==> config.mk <==
export PLATFORM = sky130hd
export DESIGN_NAME = console_number_entry_unit_flat
export DESIGN_NICKNAME = d
export VERILOG_FILES = /design/src/hdl/cne_pkg.sv /design/src/hdl/cne_if.sv /design/src/hdl/console_number_entry_unit.sv /design/src/flat_wrapper.sv
export SDC_FILE = /design/constraint.sdc
export NUM_CORES = 1
export LEC_CHECK = 0
export BUFFER_PORTS_ARGS = -buffer_cell sky130_fd_sc_hd__buf_2
export CAP_MARGIN = 20
export CORE_ASPECT_RATIO = 0.9
export CORE_UTILIZATION = 50
export DETAILED_ROUTE_END_ITERATION = 6
export HOLD_SLACK_MARGIN = 0.15
export PLACE_DENSITY = 0.71
export SETUP_SLACK_MARGIN = 0.3
export SLEW_MARGIN = 10
export SYNTH_ARGS = -nofsm -noshare
export SYNTH_HDL_FRONTEND = slang
export SYNTH_SLANG_ARGS = --single-unit
==> constraint.sdc <==
create_clock -name clk -period 7.3 [get_ports clk]
set_input_delay 0.73 -clock clk [delete_from_list [all_inputs] [get_ports clk]]
set_output_delay 0.73 -clock clk [all_outputs]
set_load 0.02 [all_outputs]
==> src/hdl/cne_pkg.sv <==
// ----------------------------------------------------------------------------
// cne_pkg
// Shared types and constants for the console number entry unit.
// ----------------------------------------------------------------------------
package cne_pkg;

  localparam int VALUE_WIDTH_DEF = 64;
  localparam int KEY_W           = 8;
  localparam int BASE_W          = 5;
  localparam int CNT_DIGITS_W    = 5;
  localparam int CFG_INDEX_W     = 1;
  localparam int CFG_DATA_W      = 5;
  localparam int STATUS_W        = 2;
  localparam int ECHO_W          = 2;

  // configuration register indexes
  localparam logic [CFG_INDEX_W-1:0] CFG_NUMBER_BASE = 1'd0;
  localparam logic [CFG_INDEX_W-1:0] CFG_MAX_DIGITS  = 1'd1;

  localparam logic [BASE_W-1:0]       BASE_RESET  = 5'd16;
  localparam logic [BASE_W-1:0]       BASE_MIN    = 5'd2;
  localparam logic [BASE_W-1:0]       BASE_HEX    = 5'd16;
  localparam logic [CNT_DIGITS_W-1:0] DIGITS_RESET = 5'd16;

  // key codes
  localparam logic [KEY_W-1:0] KEY_BS     = 8'h08;
  localparam logic [KEY_W-1:0] KEY_CR     = 8'h0D;
  localparam logic [KEY_W-1:0] KEY_ESCAPE = 8'h1B;
  localparam logic [KEY_W-1:0] KEY_SPACE  = 8'h20;
  localparam logic [KEY_W-1:0] KEY_0      = 8'h30;
  localparam logic [KEY_W-1:0] KEY_9      = 8'h39;
  localparam logic [KEY_W-1:0] KEY_A_LC   = 8'h61;
  localparam logic [KEY_W-1:0] KEY_F_LC   = 8'h66;
  localparam logic [KEY_W-1:0] KEY_X_LC   = 8'h78;
  // 'a' maps to ten: subtract ('a' - '9' - 1) + '0'
  localparam logic [KEY_W-1:0] LETTER_BIAS = 8'h57;

  // result codes
  localparam logic [STATUS_W-1:0] ST_ENTERING = 2'd0;
  localparam logic [STATUS_W-1:0] ST_COMPLETE = 2'd1;
  localparam logic [STATUS_W-1:0] ST_EMPTY    = 2'd2;
  localparam logic [STATUS_W-1:0] ST_ESCAPED  = 2'd3;

  localparam logic [ECHO_W-1:0] ECHO_NONE  = 2'd0;
  localparam logic [ECHO_W-1:0] ECHO_KEY   = 2'd1;
  localparam logic [ECHO_W-1:0] ECHO_ERASE = 2'd2;

  typedef enum logic [1:0] {
    S_IDLE,
    S_MUL,
    S_DIV,
    S_FINISH
  } state_t;

endpackage

==> src/hdl/cne_if.sv <==
// ----------------------------------------------------------------------------
// cne_key_if / cne_result_if
// Valid/ready channels for key codes and entry results.
// ----------------------------------------------------------------------------
interface cne_key_if
  import cne_pkg::*;
();
  logic             valid;
  logic             ready;
  logic [KEY_W-1:0] key_code;

  modport source (output valid, output key_code, input ready);
  modport sink   (input valid, input key_code, output ready);
endinterface

interface cne_result_if
  import cne_pkg::*;
#(
  parameter int VALUE_WIDTH = VALUE_WIDTH_DEF
) ();
  logic                   valid;
  logic                   ready;
  logic [STATUS_W-1:0]    entry_status;
  logic [VALUE_WIDTH-1:0] entered_value;
  logic [ECHO_W-1:0]      echo_action;

  modport source (output valid, output entry_status, output entered_value,
                  output echo_action, input ready);
  modport sink   (input valid, input entry_status, input entered_value,
                  input echo_action, output ready);
endinterface

==> src/hdl/console_number_entry_unit.sv <==
// ----------------------------------------------------------------------------
// Key transfer to result valid: a digit runs 5 shift-add steps in S_MUL, one per
//   base bit, then the output load in S_FINISH; an erase with digits entered runs one
//   restoring divide step per value bit in S_DIV, then the load; any other key goes to the load.
// Throughput: one key at a time on the shared unit; the next key is accepted only
//   after the result is loaded, which waits while the result stalls.
// Reset (rst, synchronous): entry cleared, base 16, digit limit 16, no result.
// ----------------------------------------------------------------------------
// console_number_entry_unit
// Builds an unsigned number from console key codes in a configurable base.
// ----------------------------------------------------------------------------
module console_number_entry_unit
  import cne_pkg::*;
#(
  parameter int VALUE_WIDTH = VALUE_WIDTH_DEF
) (
  input  logic                   clk,
  input  logic                   rst,
  input  logic                   cfg_we,
  input  logic [CFG_INDEX_W-1:0] cfg_index,
  input  logic [CFG_DATA_W-1:0]  cfg_wdata,
  cne_key_if.sink                key,
  cne_result_if.source           result
);

  localparam int STEP_W = $clog2(VALUE_WIDTH);
  localparam int BIDX_W = $clog2(BASE_W);
  localparam logic [STEP_W-1:0] MUL_LAST_STEP = STEP_W'(BASE_W - 1);
  localparam logic [STEP_W-1:0] DIV_LAST_STEP = STEP_W'(VALUE_WIDTH - 1);

  // configuration
  logic [BASE_W-1:0]       number_base;
  logic [CNT_DIGITS_W-1:0] max_digits;

  // entry state
  state_t                  state, state_next;
  logic [VALUE_WIDTH-1:0]  acc, acc_next;
  logic [CNT_DIGITS_W-1:0] digits, digits_next;

  // shared unit working registers
  logic [VALUE_WIDTH-1:0]  work, work_next;   // product / quotient shifter
  logic [3:0]              rem, rem_next;     // divide remainder, below base
  logic [3:0]              dval, dval_next;
  logic [STEP_W-1:0]       step, step_next;

  // pending result, then output register
  logic [STATUS_W-1:0]     res_status, res_status_next;
  logic [VALUE_WIDTH-1:0]  res_value, res_value_next;
  logic [ECHO_W-1:0]       res_echo, res_echo_next;
  logic                    out_valid, out_valid_next;
  logic [STATUS_W-1:0]     out_status;
  logic [VALUE_WIDTH-1:0]  out_value;
  logic [ECHO_W-1:0]       out_echo;
  logic                    out_load;

  // decode
  logic [BASE_W-1:0]       base;
  logic [CNT_DIGITS_W-1:0] limit;
  logic                    hex;
  logic                    is_dec, is_hex_letter, is_digit, is_erase, is_end;
  logic [3:0]              dec_val, hex_val;
  logic                    accept;

  // shared arithmetic
  logic [VALUE_WIDTH-1:0]  addend, digit_add;
  logic [BASE_W-1:0]       trial;
  logic                    trial_ge;
  logic [CNT_DIGITS_W-1:0] digits_inc;

  function automatic logic number_bit(input logic [BASE_W-1:0] b,
                                      input logic [STEP_W-1:0] s);
    number_bit = b[s[BIDX_W-1:0]];
  endfunction

  // effective base clamped to 2..16, zero limit acts as one
  always_comb begin
    if (number_base < BASE_MIN) begin
      base = BASE_MIN;
    end else if (number_base > BASE_HEX) begin
      base = BASE_HEX;
    end else begin
      base = number_base;
    end
    limit = (max_digits == '0) ? CNT_DIGITS_W'(1) : max_digits;
  end

  assign hex           = (base == BASE_HEX);
  assign accept        = key.valid && key.ready;
  assign is_dec        = (key.key_code >= KEY_0) && (key.key_code <= KEY_9);
  assign is_hex_letter = hex && (key.key_code >= KEY_A_LC) && (key.key_code <= KEY_F_LC);
  assign is_digit      = is_dec || is_hex_letter;
  // 'x' after a zero hex digit erases it so that "0x" prefixes paste cleanly
  assign is_erase      = (key.key_code == KEY_BS) ||
                         ((key.key_code == KEY_X_LC) && hex && (acc[3:0] == 4'd0));
  assign is_end        = (key.key_code == KEY_SPACE) || (key.key_code == KEY_CR);
  assign dec_val       = 4'(key.key_code - KEY_0);
  assign hex_val       = 4'(key.key_code - LETTER_BIAS);

  // multiply step: Horner over base bits, MSB first; digit folded into last step
  assign addend    = number_bit(base, step) ? acc : '0;
  assign digit_add = (step == '0) ? VALUE_WIDTH'(dval) : '0;

  // divide step: restoring, one quotient bit per cycle
  assign trial    = {rem, work[VALUE_WIDTH-1]};
  assign trial_ge = (trial >= base);

  assign digits_inc = digits + CNT_DIGITS_W'(1);

  assign key.ready = (state == S_IDLE);
  assign out_load  = (state == S_FINISH) && (!out_valid || result.ready);

  always_comb begin
    state_next      = state;
    acc_next        = acc;
    digits_next     = digits;
    work_next       = work;
    rem_next        = rem;
    dval_next       = dval;
    step_next       = step;
    res_status_next = res_status;
    res_value_next  = res_value;
    res_echo_next   = res_echo;
    out_valid_next  = out_valid;

    if (out_valid && result.ready) begin
      out_valid_next = 1'b0;
    end

    unique case (state)
      S_IDLE: begin
        if (accept) begin
          res_status_next = ST_ENTERING;
          res_value_next  = acc;
          res_echo_next   = ECHO_NONE;
          state_next      = S_FINISH;
          priority if (is_digit) begin
            dval_next  = is_dec ? dec_val : hex_val;
            work_next  = '0;
            step_next  = MUL_LAST_STEP;
            state_next = S_MUL;
          end else if (is_erase) begin
            if (digits != '0) begin
              work_next  = acc;
              rem_next   = '0;
              step_next  = DIV_LAST_STEP;
              state_next = S_DIV;
            end
          end else if (is_end) begin
            res_status_next = (digits != '0) ? ST_COMPLETE : ST_EMPTY;
            res_value_next  = (digits != '0) ? acc : '0;
            acc_next        = '0;
            digits_next     = '0;
          end else if (key.key_code == KEY_ESCAPE) begin
            res_status_next = ST_ESCAPED;
            res_value_next  = '0;
            acc_next        = '0;
            digits_next     = '0;
          end else begin
            // ignored key: report current value
          end
        end
      end

      S_MUL: begin
        work_next = (work << 1) + addend + digit_add;
        step_next = step - STEP_W'(1);
        if (step == '0) begin
          res_value_next = work_next;
          res_echo_next  = ECHO_KEY;
          state_next     = S_FINISH;
          if (digits_inc >= limit) begin
            res_status_next = ST_COMPLETE;
            acc_next        = '0;
            digits_next     = '0;
          end else begin
            res_status_next = ST_ENTERING;
            acc_next        = work_next;
            digits_next     = digits_inc;
          end
        end
      end

      S_DIV: begin
        rem_next  = trial_ge ? 4'(trial - base) : trial[3:0];
        work_next = {work[VALUE_WIDTH-2:0], trial_ge};
        step_next = step - STEP_W'(1);
        if (step == '0) begin
          acc_next        = work_next;
          digits_next     = digits - CNT_DIGITS_W'(1);
          res_status_next = ST_ENTERING;
          res_value_next  = work_next;
          res_echo_next   = ECHO_ERASE;
          state_next      = S_FINISH;
        end
      end

      S_FINISH: begin
        if (out_load) begin
          out_valid_next = 1'b1;
          state_next     = S_IDLE;
        end
      end

      default: begin
        state_next = S_IDLE;
      end
    endcase
  end

  always_ff @(posedge clk) begin
    if (rst) begin
      state       <= S_IDLE;
      acc         <= '0;
      digits      <= '0;
      out_valid   <= 1'b0;
      number_base <= BASE_RESET;
      max_digits  <= DIGITS_RESET;
    end else begin
      state     <= state_next;
      acc       <= acc_next;
      digits    <= digits_next;
      out_valid <= out_valid_next;
      if (cfg_we) begin
        unique case (cfg_index)
          CFG_NUMBER_BASE: number_base <= cfg_wdata;
          CFG_MAX_DIGITS:  max_digits  <= cfg_wdata;
          default: begin
          end
        endcase
      end
    end
  end

  // payload, no reset needed
  always_ff @(posedge clk) begin
    work       <= work_next;
    rem        <= rem_next;
    dval       <= dval_next;
    step       <= step_next;
    res_status <= res_status_next;
    res_value  <= res_value_next;
    res_echo   <= res_echo_next;
    if (out_load) begin
      out_status <= res_status;
      out_value  <= res_value;
      out_echo   <= res_echo;
    end
  end

  assign result.valid         = out_valid;
  assign result.entry_status  = out_status;
  assign result.entered_value = out_value;
  assign result.echo_action   = out_echo;

endmodule
==> src/flat_wrapper.sv <==
// flat-port wrapper written by rule: the top's interface ports become plain ports
module console_number_entry_unit_flat import cne_pkg::*;
#(
  parameter int VALUE_WIDTH = VALUE_WIDTH_DEF
)
  (clk, rst, cfg_we, cfg_index, cfg_wdata, key_valid, key_key_code, key_ready, result_valid, result_entry_status, result_entered_value, result_echo_action, result_ready);
  cne_key_if key_i ();
  cne_result_if #(.VALUE_WIDTH(VALUE_WIDTH)) result_i ();
  input  logic clk;
  input  logic rst;
  input  logic cfg_we;
  input  logic [CFG_INDEX_W-1:0] cfg_index;
  input  logic [CFG_DATA_W-1:0] cfg_wdata;
  input wire logic [$bits(key_i.valid)-1:0] key_valid;
  input wire logic [$bits(key_i.key_code)-1:0] key_key_code;
  output wire logic [$bits(key_i.ready)-1:0] key_ready;
  output wire logic [$bits(result_i.valid)-1:0] result_valid;
  output wire logic [$bits(result_i.entry_status)-1:0] result_entry_status;
  output wire logic [$bits(result_i.entered_value)-1:0] result_entered_value;
  output wire logic [$bits(result_i.echo_action)-1:0] result_echo_action;
  input wire logic [$bits(result_i.ready)-1:0] result_ready;
  assign key_i.valid = key_valid;
  assign key_i.key_code = key_key_code;
  assign key_ready = key_i.ready;
  assign result_valid = result_i.valid;
  assign result_entry_status = result_i.entry_status;
  assign result_entered_value = result_i.entered_value;
  assign result_echo_action = result_i.echo_action;
  assign result_i.ready = result_ready;
  console_number_entry_unit #(.VALUE_WIDTH(VALUE_WIDTH)) u_core (.clk(clk), .rst(rst), .cfg_we(cfg_we), .cfg_index(cfg_index), .cfg_wdata(cfg_wdata), .key(key_i), .result(result_i));
endmodule
==> metrics.txt <==
r2r setup slk 1540 ps; Post-Route WL ~47 mm; worst r2r src u_core.number_base[4]; sequential area share after synthesis 0.455; Worst Setup Start Kind register; Site Rows 65; GRT Overall Usage 0.254; number of vias per cell 6.07; RSZ-0062 raised after global routing false; Critical path origin u_core.number_base[4]; Starting Density 0.507; Least-Margin Pin Slew 1080 ps; Seq cells post-synth a little under 300; initial DRC count 1082; post-layout util 0.564; CTS buffer count 34; worst path required time 7580 ps; critical path type register to register; Final Cell Area about 20000 sq um; PortBufs a little under 90; max-cap violation count 0; Worst-Skew Late Latency roughly 540 ps; worst hold stages 0; final setup fails 0; CTS H-tree lvls 2; Post-CTS Setup Bufs 0; R2R depth 21; Worst Skew ~34 ps; Die Height ~180 um; antenna-violating nets left 0; total gr overflow 0; f_max 0.174 GHz; Overall Power around 7.5 mW; critical path arrival between 6000 and 7000 ps; Layout Nets between 2000 and 2500; reg2reg end u_core.res_value[55]; CTS max path bufs 3; Ant. Diodes 0; Min Clock Period, post-route between 5000 and 6000 ps; Hold Crit Class register to register; largest net degree at the start of global routing 85; vias in the first global route ~14000; Ports 89; post-cts sizing count 0; worst ir drop on vdd about 0.00027 V; Syn-to-layout area delta 11.0%; Leak between 8 and 9 nW; Synth area leader edfxtp_1; placed wire-length estimate after detailed placement 31.1 mm; clock net sink count a little under 300; top cell type's share of synthesized area 0.362; Core ar. 35000 sq um; power density cells roughly 380 nW/um^2; per-cell routed wire length between 15 and 20 um; GPL Wtd Cong around 0.94; initial antenna violation count 0; die span in x 201 um; DRT Pass-1 Iters 5; DRC 0; DP Area around 19000 sq um; CTS clk-pin slew, worst paths about 60 ps; layout cells sized above 1 0.109; Post-synth top flop edfxtp_1; Synth Instances 1796; fin. max-slew vios 0; Synth area leaders edfxtp_1 (36%), ha_1 (10%), dfxtp_1 (9.3%), nand2_1 (6.3%), a21oi_1 (3.0%); Unique masters post-synth 83; fin crit share 0.789; TNS Setup 0 ps; first-pass GRT wire length about 74 mm; Mean Syn Cell Area approximately 9.9 sq um; via count ~14000; Critical Path Sink u_core.res_value[55]; status complete, no violations; final hold violation count 0; Die Area about 36000 sq um; CTS tree built; syn_nets between 1500 and 2000; number of synthesized flops with an enable pin between 200 and 250; CP Capture Type register; # hold bufs at CTS 0; maximum fanout along the worst path 21; mapped cell area 17700 sq um; CTS Root Cell clkbuf_16; relative slew slack 0.283; Async SR Flop Fraction 0; Synth warnings 0
==> report_power, final <==
part | leakage, nW | total [mW] | internal, mW | switching [mW]
clock | 0.574 | 1.81 | 1.09 | 0.727
combinational | 5.02 | 2.81 | 0.805 | 2.00
sequential | 2.74 | 2.93 | 2.59 | 0.336
total | 8.34 | 7.55 | 4.48 | 3.07
==> critical path, stage by stage (launching register included) <==
cell and delay [ps]:
dfxtp_1 340, inv_1 170, o21ai_0 230, nor2_1 140, a31oi_1 50, or3_1 360, o21ai_4 240, nand2_1 170
fa_1 520, inv_1 50, ha_1 230, fa_1 420, a21oi_1 220, o21ai_1 100, a21oi_1 310, o21ai_0 230
a31oi_1 460, o21bai_1 260, a211oi_2 320, xor2_1 310, nor2_1 110, a221o_1 270
==> placed cells by master, fill, tap and decap left out, types with 12 or more instances in the layout <==
master and count:
xor2_1 33, and2_1 65, nand2_1 297, inv_1 41
dfxtp_1 82, a21oi_1 106, a32oi_1 22, ha_1 145
o21a_1 13, xnor2_1 40, edfxtp_1 214, a31oi_1 12
buf_2 88, a21o_1 51, a221o_1 27, nand4_1 27
a22oi_1 55, o21ai_0 72, nor3_1 34, nand3_1 28
o21bai_1 20, mux2i_1 13, clkbuf_16 34, nor2_1 124
buf_4 18
==> worst min-delay path by stage <==
stage / start / to / slack [ps]
after floorplan: u_core.res_echo[0] / u_core.result.echo_action[0] / 400
after global placement: u_core.res_value[21] / u_core.result.entered_value[21] / 400
after detailed placement: u_core.res_value[12] / u_core.result.entered_value[12] / 400
after CTS: cfg_wdata[4] / u_core.number_base[4] / 410
after global routing: u_core.res_value[18] / u_core.result.entered_value[18] / 420
final: u_core.res_value[30] / u_core.result.entered_value[30] / 420
==> registers in the layout, indices dropped and copies added, names as in the netlist, 4 cells and up <==
signal	count
u_core.acc	64
u_core.res_value	64
u_core.result.entered_value	64
u_core.work	64
u_core.step	6
u_core.digits	5
u_core.max_digits	5
u_core.number_base	5
u_core.dval	4
u_core.rem	4
==> metal layers <==
| layer | share of wire | vias up | track usage |
|---|---|---|---|
| li1 | - | 6747 | - |
| met1 | 0.45 | 6817 | 0.347 |
| met2 | 0.45 | 504 | 0.406 |
| met3 | 0.069 | 101 | 0.0460 |
| met4 | 0.033 | 0 | 0.0919 |
| met5 | 0 | - | 0 |
==> area by class of cell <==
class	count	area, sq um
clock buffers	40	913
clock inverters	22	274
fillers	3054	15300
inverters	42	158
multi-input cells	1358	9130
flip-flops and latches	296	8070
well taps	469	587
repair buffers	106	576
==> stage by stage <==
stage | instances | hold WS, ps | setup WS [ps]
4_1_cts | 2333 | 406 | 1540
3_3_place_gp | 2271 | 400 | 1800
5_1_grt | 2333 | 421 | 1170
6_report | 2333 | 418 | 1540
3_5_place_dp | 2271 | 405 | 1680
2_1_floorplan | 1796 | 400 | 1360
==> synth_stat cells, drive strengths merged, types with 28 or more instances <==
cell type,number
a21oi,109
nand2,297
dfxtp,82
a22oi,55
nand4,28
inv,42
xor2,33
o21ai,86
nor2,129
clkbuf,58
edfxtp,214
nand3,28
xnor2,41
and2,69
a21o,51
nor3,34
ha,145
buf,42
==> cell families (layout without fill, tap and decap cells) <==
family | count (synthesis) | count (layout) | synth area share
AOI/OAI and AO/OA | 488 | 488 | 0.196
xor gates and xnor gates | 74 | 74 | 0.0369
adders and majority gates | 150 | 150 | 0.108
buffers and inverters | 142 | 210 | 0.0345
DFF | 296 | 296 | 0.455
muxes | 14 | 14 | 0.00797
and+or+nand+nor | 632 | 632 | 0.162
Note: power is estimated with default switching activity, not from simulation.
